[config.mk]
export PLATFORM = sky130hd
export DESIGN_NAME = humidity_sensor_read_sequencer
export DESIGN_NICKNAME = d
export VERILOG_FILES = /design/src/rtl/core/hsrs_pkg.sv /design/src/rtl/core/humidity_sensor_read_sequencer.sv /design/src/rtl/core/hsrs_cfg.sv /design/src/rtl/core/hsrs_conv.sv /design/src/rtl/core/hsrs_fsm.sv
export SDC_FILE = /design/constraint.sdc
export NUM_CORES = 1
export LEC_CHECK = 0
export BUFFER_PORTS_ARGS = -buffer_cell sky130_fd_sc_hd__buf_2
export CAP_MARGIN = 20
export CORE_ASPECT_RATIO = 0.75
export CORE_MARGIN = 8
export CORE_UTILIZATION = 37
export CTS_CLUSTER_DIAMETER = 120
export DETAILED_ROUTE_END_ITERATION = 6
export PLACE_DENSITY = 0.58
export SLEW_MARGIN = 5
export SYNTH_ARGS = -nofsm -noshare
export SYNTH_HDL_FRONTEND = slang
export SYNTH_SLANG_ARGS = --single-unit
[constraint.sdc]
create_clock -name aclk -period 6.5 [get_ports aclk]
set_clock_uncertainty 0.1 [all_clocks]
set_input_delay 1.3 -clock aclk [delete_from_list [all_inputs] [get_ports aclk]]
set_output_delay 1.3 -clock aclk [all_outputs]
set_load 0.05 [all_outputs]
[src/rtl/core/hsrs_pkg.sv]
package hsrs_pkg;

    localparam int unsigned TICK_W   = 16;
    localparam int unsigned CODE_W   = 16;
    localparam int unsigned HUM_W    = 14;
    localparam int unsigned TEMP_W   = 15;
    localparam int unsigned CFG_IDX_W = 2;
    localparam int unsigned S_TDATA_W = 32;
    localparam int unsigned M_TDATA_W = 56;

    localparam logic [TICK_W-1:0] RESET_DELAY_DEFAULT    = 16'd5;
    localparam logic [TICK_W-1:0] TEMP_DELAY_DEFAULT     = 16'd7;
    localparam logic [TICK_W-1:0] HUMIDITY_DELAY_DEFAULT = 16'd17;

    // code * scale / 65536 - offset
    localparam int unsigned CODE_FRAC  = 16;
    localparam int unsigned HUM_SCALE  = 12500;
    localparam int unsigned HUM_OFFSET = 600;
    localparam int unsigned TMP_SCALE  = 17572;
    localparam int unsigned TMP_OFFSET = 4685;

    localparam logic [CFG_IDX_W-1:0] CFG_RESET_DELAY    = 2'd0;
    localparam logic [CFG_IDX_W-1:0] CFG_TEMP_DELAY     = 2'd1;
    localparam logic [CFG_IDX_W-1:0] CFG_HUMIDITY_DELAY = 2'd2;

    typedef enum logic [1:0] {
        MODE_RESET    = 2'd0,
        MODE_HUMIDITY = 2'd1,
        MODE_TEMP     = 2'd2,
        MODE_DONE     = 2'd3
    } mode_t;

    typedef enum logic [1:0] {
        ACT_NONE   = 2'd0,
        ACT_BUS    = 2'd1,
        ACT_TIMER  = 2'd2,
        ACT_REPORT = 2'd3
    } action_t;

    typedef enum logic [2:0] {
        TR_RESET     = 3'd0,
        TR_START_HUM = 3'd1,
        TR_START_TMP = 3'd2,
        TR_READ_HUM  = 3'd3,
        TR_READ_TMP  = 3'd4
    } trans_t;

    typedef enum logic [1:0] {
        REP_RESET_DONE = 2'd0,
        REP_HUM_READY  = 2'd1,
        REP_TMP_READY  = 2'd2
    } report_t;

    typedef enum logic [3:0] {
        PH_IDLE      = 4'd0,
        PH_RST_START = 4'd1,
        PH_RST_WAIT  = 4'd2,
        PH_HUM_START = 4'd3,
        PH_HUM_WAIT  = 4'd4,
        PH_HUM_READ  = 4'd5,
        PH_TMP_START = 4'd6,
        PH_TMP_WAIT  = 4'd7,
        PH_TMP_READ  = 4'd8
    } phase_t;

    typedef struct packed {
        logic [TICK_W-1:0] reset_ticks;
        logic [TICK_W-1:0] temp_ticks;
        logic [TICK_W-1:0] humidity_ticks;
    } cfg_delays_t;

    typedef struct packed {
        action_t           action;
        trans_t            transaction;
        logic [TICK_W-1:0] delay_ticks;
        report_t           report;
        logic              use_humidity;
        logic              use_temperature;
    } cmd_t;

endpackage

[src/rtl/core/humidity_sensor_read_sequencer.sv]
// Humidity/temperature sensor measurement sequencer.
// Input stream (s_*): one event per transfer. s_tuser carries the mode
// (request reset, humidity+temperature, temperature only, or completion);
// s_tdata carries the raw humidity and temperature codes used on the final
// completion of a read.
// Output stream (m_*): exactly one result per event. m_tuser carries the
// action (none, bus transaction, start timer, report); m_tdata carries the
// transaction kind, timer length, report kind and converted readings, all
// zero where the action does not use them.
// Config port (cfg_*): always ready; index 0 reset delay, 1 temperature
// delay, 2 humidity delay. Other indexes are dropped. Write only when idle.
// m_tvalid rises once the event has passed the input register and then the
// phase decode and constant multiplies into the output register.
// Throughput is one event per cycle while m_tready stays high; the phase
// register updates as each event moves into the output register.
// Reset clears both stages, sets the phase to idle and loads the default
// delays (5, 7, 17). When m_tready is low the result holds and the input
// stage still takes one more event before s_tready drops.
module humidity_sensor_read_sequencer (
    input  logic                                aclk,
    input  logic                                aresetn,
    input  logic                                s_tvalid,
    output logic                                s_tready,
    input  logic [hsrs_pkg::S_TDATA_W-1:0]      s_tdata,  // humidity_code, temperature_code
    input  logic [1:0]                          s_tuser,  // mode
    output logic                                m_tvalid,
    input  logic                                m_tready,
    // transaction, delay_ticks, report, humidity, temperature, zero pad
    output logic [hsrs_pkg::M_TDATA_W-1:0]      m_tdata,
    output logic [1:0]                          m_tuser,  // action
    input  logic                                cfg_valid,
    output logic                                cfg_ready,
    input  logic [hsrs_pkg::CFG_IDX_W-1:0]      cfg_addr,
    input  logic [hsrs_pkg::TICK_W-1:0]         cfg_data
);
    import hsrs_pkg::*;

    logic              in_valid_reg;
    logic              in_valid_next;
    mode_t             in_mode_reg;
    logic [CODE_W-1:0] in_hum_reg;
    logic [CODE_W-1:0] in_tmp_reg;

    logic               out_valid_reg;
    logic               out_valid_next;
    action_t            out_action_reg;
    trans_t             out_trans_reg;
    logic [TICK_W-1:0]  out_delay_reg;
    report_t            out_report_reg;
    logic [HUM_W-1:0]   out_hum_reg;
    logic [TEMP_W-1:0]  out_tmp_reg;

    logic               out_free;
    logic               advance;
    cfg_delays_t        delays;
    cmd_t               cmd;
    logic [HUM_W-1:0]   conv_hum;
    logic signed [TEMP_W-1:0] conv_tmp;

    assign out_free = !out_valid_reg || m_tready;
    assign advance  = in_valid_reg && out_free;
    assign s_tready = !in_valid_reg || out_free;

    assign in_valid_next  = s_tready ? s_tvalid : in_valid_reg;
    assign out_valid_next = out_free ? in_valid_reg : out_valid_reg;

    hsrs_cfg u_cfg (
        .aclk      (aclk),
        .aresetn   (aresetn),
        .cfg_valid (cfg_valid),
        .cfg_ready (cfg_ready),
        .cfg_addr  (cfg_addr),
        .cfg_data  (cfg_data),
        .delays    (delays)
    );

    hsrs_fsm u_fsm (
        .aclk    (aclk),
        .aresetn (aresetn),
        .advance (advance),
        .mode    (in_mode_reg),
        .delays  (delays),
        .cmd     (cmd)
    );

    hsrs_conv u_conv (
        .humidity_code    (in_hum_reg),
        .temperature_code (in_tmp_reg),
        .humidity         (conv_hum),
        .temperature      (conv_tmp)
    );

    always_ff @(posedge aclk) begin
        if (!aresetn) begin
            in_valid_reg  <= 1'b0;
            out_valid_reg <= 1'b0;
        end else begin
            in_valid_reg  <= in_valid_next;
            out_valid_reg <= out_valid_next;
        end
    end

    always_ff @(posedge aclk) begin
        if (s_tvalid && s_tready) begin
            in_mode_reg <= mode_t'(s_tuser);
            in_hum_reg  <= s_tdata[CODE_W-1:0];
            in_tmp_reg  <= s_tdata[2*CODE_W-1:CODE_W];
        end
    end

    always_ff @(posedge aclk) begin
        if (advance) begin
            out_action_reg <= cmd.action;
            out_trans_reg  <= cmd.transaction;
            out_delay_reg  <= cmd.delay_ticks;
            out_report_reg <= cmd.report;
            out_hum_reg    <= cmd.use_humidity ? conv_hum : '0;
            out_tmp_reg    <= cmd.use_temperature ? unsigned'(conv_tmp) : '0;
        end
    end

    assign m_tvalid = out_valid_reg;
    assign m_tuser  = out_action_reg;
    assign m_tdata  = {
        (M_TDATA_W-3-TICK_W-2-HUM_W-TEMP_W)'(0),
        out_tmp_reg,
        out_hum_reg,
        out_report_reg,
        out_delay_reg,
        out_trans_reg
    };

endmodule

[src/rtl/core/hsrs_cfg.sv]
module hsrs_cfg (
    input  logic                          aclk,
    input  logic                          aresetn,
    input  logic                          cfg_valid,
    output logic                          cfg_ready,
    input  logic [hsrs_pkg::CFG_IDX_W-1:0] cfg_addr,
    input  logic [hsrs_pkg::TICK_W-1:0]    cfg_data,
    output hsrs_pkg::cfg_delays_t          delays
);
    import hsrs_pkg::*;

    cfg_delays_t delays_reg;
    cfg_delays_t delays_next;

    assign cfg_ready = 1'b1;
    assign delays    = delays_reg;

    always_comb begin
        delays_next = delays_reg;
        if (cfg_valid) begin
            case (cfg_addr)
                CFG_RESET_DELAY:    delays_next.reset_ticks    = cfg_data;
                CFG_TEMP_DELAY:     delays_next.temp_ticks     = cfg_data;
                CFG_HUMIDITY_DELAY: delays_next.humidity_ticks = cfg_data;
                default:            delays_next = delays_reg;
            endcase
        end
    end

    always_ff @(posedge aclk) begin
        if (!aresetn) begin
            delays_reg.reset_ticks    <= RESET_DELAY_DEFAULT;
            delays_reg.temp_ticks     <= TEMP_DELAY_DEFAULT;
            delays_reg.humidity_ticks <= HUMIDITY_DELAY_DEFAULT;
        end else begin
            delays_reg <= delays_next;
        end
    end

endmodule

[src/rtl/core/hsrs_conv.sv]
module hsrs_conv (
    input  logic [hsrs_pkg::CODE_W-1:0]        humidity_code,
    input  logic [hsrs_pkg::CODE_W-1:0]        temperature_code,
    output logic [hsrs_pkg::HUM_W-1:0]         humidity,
    output logic signed [hsrs_pkg::TEMP_W-1:0] temperature
);
    import hsrs_pkg::*;

    localparam int unsigned HUM_PROD_W = CODE_W + HUM_W;
    localparam int unsigned TMP_PROD_W = CODE_W + TEMP_W;

    logic [HUM_PROD_W-1:0] hum_prod;
    logic [TMP_PROD_W-1:0] tmp_prod;
    logic [HUM_W-1:0]      hum_scaled;
    logic [TEMP_W-1:0]     tmp_scaled;
    logic [TEMP_W:0]       tmp_diff;

    assign hum_prod   = HUM_PROD_W'(HUM_SCALE) * HUM_PROD_W'(humidity_code);
    assign tmp_prod   = TMP_PROD_W'(TMP_SCALE) * TMP_PROD_W'(temperature_code);
    assign hum_scaled = hum_prod[HUM_PROD_W-1:CODE_FRAC];
    assign tmp_scaled = tmp_prod[TMP_PROD_W-1:CODE_FRAC];

    // negative humidity clamps to zero
    assign humidity = (hum_scaled < HUM_W'(HUM_OFFSET)) ? '0
                    : hum_scaled - HUM_W'(HUM_OFFSET);

    assign tmp_diff    = {1'b0, tmp_scaled} - (TEMP_W+1)'(TMP_OFFSET);
    assign temperature = signed'(tmp_diff[TEMP_W-1:0]);

endmodule

[src/rtl/core/hsrs_fsm.sv]
module hsrs_fsm (
    input  logic                  aclk,
    input  logic                  aresetn,
    input  logic                  advance,
    input  hsrs_pkg::mode_t       mode,
    input  hsrs_pkg::cfg_delays_t delays,
    output hsrs_pkg::cmd_t        cmd
);
    import hsrs_pkg::*;

    phase_t phase_reg;
    phase_t phase_next;

    always_ff @(posedge aclk) begin
        if (!aresetn) begin
            phase_reg <= PH_IDLE;
        end else if (advance) begin
            phase_reg <= phase_next;
        end
    end

    always_comb begin
        phase_next          = phase_reg;
        cmd.action          = ACT_NONE;
        cmd.transaction     = TR_RESET;
        cmd.delay_ticks     = '0;
        cmd.report          = REP_RESET_DONE;
        cmd.use_humidity    = 1'b0;
        cmd.use_temperature = 1'b0;
        case (mode)
            MODE_RESET: begin
                phase_next      = PH_RST_START;
                cmd.action      = ACT_BUS;
                cmd.transaction = TR_RESET;
            end
            MODE_HUMIDITY: begin
                phase_next      = PH_HUM_START;
                cmd.action      = ACT_BUS;
                cmd.transaction = TR_START_HUM;
            end
            MODE_TEMP: begin
                phase_next      = PH_TMP_START;
                cmd.action      = ACT_BUS;
                cmd.transaction = TR_START_TMP;
            end
            default: begin
                case (phase_reg)
                    PH_RST_START: begin
                        phase_next      = PH_RST_WAIT;
                        cmd.action      = ACT_TIMER;
                        cmd.delay_ticks = delays.reset_ticks;
                    end
                    PH_RST_WAIT: begin
                        phase_next = PH_IDLE;
                        cmd.action = ACT_REPORT;
                        cmd.report = REP_RESET_DONE;
                    end
                    PH_HUM_START: begin
                        phase_next      = PH_HUM_WAIT;
                        cmd.action      = ACT_TIMER;
                        cmd.delay_ticks = delays.humidity_ticks;
                    end
                    PH_HUM_WAIT: begin
                        phase_next      = PH_HUM_READ;
                        cmd.action      = ACT_BUS;
                        cmd.transaction = TR_READ_HUM;
                    end
                    PH_HUM_READ: begin
                        phase_next          = PH_IDLE;
                        cmd.action          = ACT_REPORT;
                        cmd.report          = REP_HUM_READY;
                        cmd.use_humidity    = 1'b1;
                        cmd.use_temperature = 1'b1;
                    end
                    PH_TMP_START: begin
                        phase_next      = PH_TMP_WAIT;
                        cmd.action      = ACT_TIMER;
                        cmd.delay_ticks = delays.temp_ticks;
                    end
                    PH_TMP_WAIT: begin
                        phase_next      = PH_TMP_READ;
                        cmd.action      = ACT_BUS;
                        cmd.transaction = TR_READ_TMP;
                    end
                    PH_TMP_READ: begin
                        phase_next          = PH_IDLE;
                        cmd.action          = ACT_REPORT;
                        cmd.report          = REP_TMP_READY;
                        cmd.use_temperature = 1'b1;
                    end
                    default: begin
                        // idle or corrupt phase: no action
                        phase_next = PH_IDLE;
                    end
                endcase
            end
        endcase
    end

endmodule

# --- Yosys cells after proc, flatten, opt, wreduce, memory -nomap -nowiden ---
# Cells that the tools add are included.
classes:
  eq_ne: 12
  n_bitwise: 1
  n_shift: 0
  n_addsub: 2
  n_reduce_logical: 17
  mul: 2
  order_cmp: 1
  muxes: 10
  div: 0
op_table:
  columns: ["operator", "n"]
  rows:
  - ["16-bit one-hot mux with 3 select lines", 1]
  - ["13-bit by 16-bit multiplier with 29-bit output, first input constant", 1]
  - ["12-bit by 16-bit multiplier with 28-bit output, first input constant", 1]
  - ["4-bit one-hot mux with 5 select lines", 1]
  - ["4-bit by 3-bit equality test with 1-bit output, second input constant", 4]
  - ["5-bit one-hot mux with 3 select lines", 1]
  - ["15-bit by 13-bit subtractor with 15-bit output, second input constant", 1]
  - ["14-bit by 10-bit less-than comparator with 1-bit output, second input constant", 1]
  - ["14-bit by 10-bit subtractor with 14-bit output, second input constant", 1]
  - ["4-bit one-hot mux with 3 select lines", 1]
  - ["3-bit OR reduction", 3]
  - ["4-bit by 2-bit equality test with 1-bit output, second input constant", 2]
  - ["2-bit one-hot mux with 3 select lines", 1]
  - ["3-bit one-hot mux with 2 select lines", 1]
  - ["2-bit AND reduction", 3]
  - ["2-bit OR reduction", 3]
  - ["2-bit by 1-bit equality test with 1-bit output, second input constant", 2]
  - ["2-bit equality test, second input constant", 2]
  - ["4-bit by 1-bit equality test with 1-bit output, second input constant", 1]
  - ["4-bit equality test, second input constant", 1]
  - ["2-bit logical NOT", 2]
  - ["2-bit one-hot mux with 2 select lines", 1]
  - ["1-bit logical AND", 2]
  - ["1-bit logical NOT", 2]
  - ["other kinds (4)", 6]
totals:
  latch_bits: 0
  ram_bits: 0
  mem_bits_ro: 0
  n_memories: 0
  elab_cells: 60
  in_bits: 57
  out_inout_bits: 61
  regBits: 140

# --- Longest topological paths before layout ---
depth:
  depth_word: 6
  depth_mapped: 22
  ltp_nobuf: 22

# --- Modules after synthesis ---
# From an unflattened synthesis, not the netlist that was laid out.
unflattened:
  cells_unflattened: 1189
  hier_area_um2: 12236.7
modules_own_cells:
  columns: ["mod", "n_inst", "seq_area_each_um2", "cells_per_inst", "area_each_um2"]
  rows:
  - ["hsrs_conv", 1, 0.0, 753, 6571.3]
  - ["humidity_sensor_read_sequencer", 1, 2622.5, 133, 2921.6]
  - ["hsrs_cfg", 1, 960.9, 181, 1865.5]
  - ["hsrs_fsm", 1, 80.1, 122, 878.3]

# --- Worst setup path after synthesis ---
# OpenSTA, ideal clock, no wires.
synth_timing:
  path_type: "register to register"
  startpoint: "register in_hum_reg[11]"
  endpoint: "register out_hum_reg[6], data pin"
  stages_incl_launch_ff: 23
  t_required_ns: 6.243
  synth_period_minus_slack_ns: 5.408
  setup_ns: 0.157
  setup_slack_ns: 1.092
  arrival_time_ns: 5.151
  cell_sequence: "edfxtp_1 -> ha_1 -> ha_1 -> inv_1 -> fa_1 -> inv_1 -> fa_1 -> inv_1 -> fa_1 -> inv_1 -> ha_1 -> buf_2 -> a21o_1 -> a31o_2 -> o21bai_1 -> a21oi_1 -> a31oi_1 -> a21oi_1 -> xnor2_1 -> nor3_2 -> a31o_2 -> buf_2 -> nor3_1"
synth_via:
  elab_chain_cells: 3
  elab_cells_between_ends: 4
synth_rtl:
  columns: ["element", "line_no", "text"]
  rows:
  - ["from (decl)", "humidity_sensor_read_sequencer.sv:41", "logic [CODE_W-1:0] in_hum_reg;"]
  - ["from (signal assigned)", "humidity_sensor_read_sequencer.sv:106", "in_hum_reg <= s_tdata[CODE_W-1:0];"]
  - ["12-bit by 16-bit multiplier with 28-bit output (*)", "hsrs_conv.sv:18", "assign hum_prod = HUM_PROD_W'(HUM_SCALE) * HUM_PROD_W'(humidity_code);"]
  - ["14-bit by 10-bit less-than comparator with 1-bit output", "hsrs_conv.sv:24", "assign humidity = (hum_scaled < HUM_W'(HUM_OFFSET)) ? '0"]
  - ["2-bit OR reduction (no source line)", null, null]
  - ["to (signal assigned)", "humidity_sensor_read_sequencer.sv:117", "out_hum_reg <= cmd.use_humidity ? conv_hum : '0;"]
  - ["to (decl)", "humidity_sensor_read_sequencer.sv:50", "logic [HUM_W-1:0] out_hum_reg;"]
# Mark *: on every way between the ends. The rest lies on a longest branch, timed or not.
# A chain may end at the register's enable or synchronous reset.

# --- Worst setup path after layout ---
layout_timing:
  startpoint: "register in_hum_reg[14]"
  endpoint: "register out_hum_reg[5], data pin"
# The elaborated chain is that of the path after synthesis.

==> metrics.log <==
INFO  metric status = complete, no violations
INFO  metric final_nets = 1603
INFO  metric antenna_found_initial = 4
INFO  metric post_synth_num_cell_types = 81
INFO  metric design_area = 13250 um^2
INFO  metric largest_register_ff_count = 48
INFO  metric final_hold_viol_count = 0
INFO  metric max-clock-path-buffers = 2
INFO  metric synth-seq-area-share = 31.41%
INFO  metric setup.worst_path.end_class = register
INFO  metric antenna_violating_nets_left = 0
INFO  metric vias = 8518
INFO  metric die-height = 169.8 um
INFO  metric drt_iter0_markers = 529
INFO  metric cts_root_buf = sky130_fd_sc_hd__clkbuf_16
INFO  metric fin_worst_hold_slack = 367.1 ps
INFO  metric cp.arrival = 6210 ps
INFO  metric hold_buffers = 0
INFO  metric timing_worst_slew_pin_value = 1005 ps
INFO  metric synth-warning-count = 0
INFO  metric max-vdd-ir-drop = 0.2421 mV
INFO  metric route.final.wire_length = 28.16 mm
INFO  metric io_pins = 118
INFO  metric post_drt_wl_per_cell = 16.53 um
INFO  metric synthTopCellsByArea = sky130_fd_sc_hd__edfxtp_1, sky130_fd_sc_hd__ha_1, sky130_fd_sc_hd__fa_1, sky130_fd_sc_hd__dfxtp_1, sky130_fd_sc_hd__inv_1
INFO  metric leading_cell_type_in_the_layout_fill_and_taps_excluded = sky130_fd_sc_hd__inv_1
INFO  metric yosys.area.top_type_share = 22.14%
INFO  metric globalplace.congestion = 0.8577
INFO  metric detail_route.vias_per_cell = 5.002
INFO  metric fp.coreArea = 31180 um^2
INFO  metric critical_path.max_fanout = 13
INFO  metric worst_ep_required_time = 6550 ps
INFO  metric worst_setup_hold_path_clk_slew = 70 ps
INFO  metric layout_setup_ws = 343.6 ps
INFO  metric yosys_register_bits = 140
INFO  metric cts_buffers = 17
INFO  metric pre_cts_ws = 423.1 ps
INFO  metric globalRouteOverflowTotal = 0
INFO  metric clock_tree_from_tritoncts = yes
INFO  metric fill_cells = 3063
INFO  metric pwr_density_cell = 375.3 nW/um^2
INFO  metric dp.final_hpwl = 21.80 mm
INFO  metric area_growth_syn_to_layout = 13.55%
INFO  metric routed-wl-met3 = 1.542 mm
INFO  metric critical_path_class = reg2reg
INFO  metric maxUsedRoutingLayer = met5
INFO  metric maximum_number_of_pins_on_one_net_before_global_route_repair = 55
INFO  metric synth_edf_count = 86
INFO  metric clock_network_latency_to_the_later_pin_of_the_worst_skew_pair = 430 ps
INFO  metric period_minus_slack = 6156 ps
INFO  metric async_flop_share = 0%
INFO  metric initial_core_utilization = 37.41%
INFO  metric crit_path_start_kind = register
INFO  metric first_pass_iters = 5
INFO  metric grt_pass1_vias = 8459
INFO  metric share_of_cells_above_drive_strength_1 = 13.57%
INFO  metric post_synth_inst_count = 1186
INFO  metric fin_crit_sh = 94.71%
INFO  metric drc = 0
INFO  metric cts_setup_buffers = 0
INFO  metric rsz0062_at_grt = false
INFO  metric fp_rows = 56
INFO  metric post_cts.resized_instances = 0
INFO  metric io_buffer_count = 110
INFO  metric hp-class = reg2reg
INFO  metric total_leakage_power = 0.006128 uW
INFO  metric finalSetupViolCount = 0
INFO  metric dieWidth = 221.0 um
INFO  metric n_antenna_cell = 0
INFO  metric routed-wl-met2 = 11.60 mm
INFO  metric postSynthAreaPerCell = 9.836 um^2
INFO  metric grt_first_pass_wirelength = 45.91 mm
INFO  metric clock-sinks = 140
INFO  metric fin_tns_setup = 0 ps
INFO  metric achievable-frequency = 0.1624 GHz
INFO  metric netlist.top_cell.by_area = sky130_fd_sc_hd__edfxtp_1
INFO  metric dp_area = 12630 um^2
INFO  metric maxCapViolCount = 0
INFO  metric yosys_most_used_dff = sky130_fd_sc_hd__edfxtp_1
INFO  metric mostFrequentLayoutCells = sky130_fd_sc_hd__inv_1, sky130_fd_sc_hd__ha_1, sky130_fd_sc_hd__nand2_1, sky130_fd_sc_hd__buf_2, sky130_fd_sc_hd__edfxtp_1
INFO  metric route.layer.met1.wl = 14.58 mm
INFO  metric slew_headroom = 32.94%
INFO  metric ctsHtreeMaxLevel = 4
INFO  metric die_area = 37520 um^2
INFO  metric grt_use_total = 15.32%
INFO  metric synth_area = 11660 um^2
INFO  metric final_max_slew_viol_count = 0
[path summary, 6_finish.rpt]
kind	start	endpoint	slack, ps	cells after the start
setup / recovery	in_hum_reg[14]	out_hum_reg[5]	340	20
hold / removal	u_cfg.delays[45]	u_cfg.delays[45]	370	2
setup reg to reg	in_hum_reg[14]	out_hum_reg[5]	340	20
hold reg to reg	u_cfg.delays[45]	u_cfg.delays[45]	370	2
[per-stage QoR]
stage	utilization, %	total power (uW)	cells
floorplan	-	3341	1191
global placement	40.49	3905	1671
detailed placement	40.49	3924	1671
CTS	42.48	5014	1703
global route	42.48	5439	1703
finish	42.48	4970	1703
[cell type report]
cell class,instances,area [um^2],share of cell area (%)
clock inverter,15,193.9,1.464
multi-input combinational,809,7119,53.75
inverter,203,762.0,5.753
sequential,140,3664,27.66
timing repair buffer,113,573.1,4.326
clock buffer,17,425.4,3.212
tap,406,508.0,3.835
[critical path: stages, from the launching register on]
cell and delay, ps:
sky130_fd_sc_hd__edfxtp_1 520, sky130_fd_sc_hd__ha_1 330, sky130_fd_sc_hd__ha_1 320, sky130_fd_sc_hd__inv_1 120
sky130_fd_sc_hd__fa_1 620, sky130_fd_sc_hd__inv_1 80, sky130_fd_sc_hd__fa_1 510, sky130_fd_sc_hd__inv_1 50
sky130_fd_sc_hd__fa_1 540, sky130_fd_sc_hd__inv_1 40, sky130_fd_sc_hd__ha_1 360, sky130_fd_sc_hd__a21o_1 220
sky130_fd_sc_hd__a21o_1 210, sky130_fd_sc_hd__o21ai_0 200, sky130_fd_sc_hd__a311oi_1 150, sky130_fd_sc_hd__a211oi_1 380
sky130_fd_sc_hd__o21bai_1 160, sky130_fd_sc_hd__xor2_1 190, sky130_fd_sc_hd__nor3_2 310, sky130_fd_sc_hd__a31o_2 380
sky130_fd_sc_hd__a21oi_1 100
[cells by family (layout without fill, tap and decap cells)]
family	count (synthesis)	after routing	share of synthesized area, %
AND/OR/NAND/NOR	282	282	11.41
adder cells (fa/ha/maj)	262	262	32.67
buffers and inverters	242	348	8.045
AO/OA/AOI/OAI	223	223	13.74
flip-flops	140	140	31.41
XOR/XNOR	33	33	2.478
other	2	7	0.06438
multiplexers	2	2	0.1823
[report_power, final]
| part | switching, uW | leakage [uW] | internal [uW] |
|---|---|---|---|
| Combinational | 1710 | 0.00458 | 1200 |
| Clock | 483 | 0.000302 | 560 |
| Sequential | 34.2 | 0.00125 | 983 |
| Total | 2230 | 0.00613 | 2740 |
[layer usage]
| layer | GRT usage, % | up-vias |
|---|---|---|
| met3 | 3.851 | 26 |
| li1 | - | 4220 |
| met5 | 0 | - |
| met1 | 22.22 | 4060 |
| met4 | 4.169 | 4 |
| met2 | 22.25 | 208 |
[Yosys cell counts, drive strengths merged (6+ instances only)]
master and n:
dfxtp 54, nand4 6, o21a 19, nor2b 10, a21boi 44, edfxtp 86, and3 7, a21oi 52
nand3 13, a21o 20, a31oi 6, nand2 135, xnor2 22, clkbuf 29, fa 71, ha 191
a22oi 17, inv 203, xor2 11, nor2 48, and2 8, buf 10, nor3 18, a211oi 7
o21ai 15
Power figures use the tool's default switching activity.
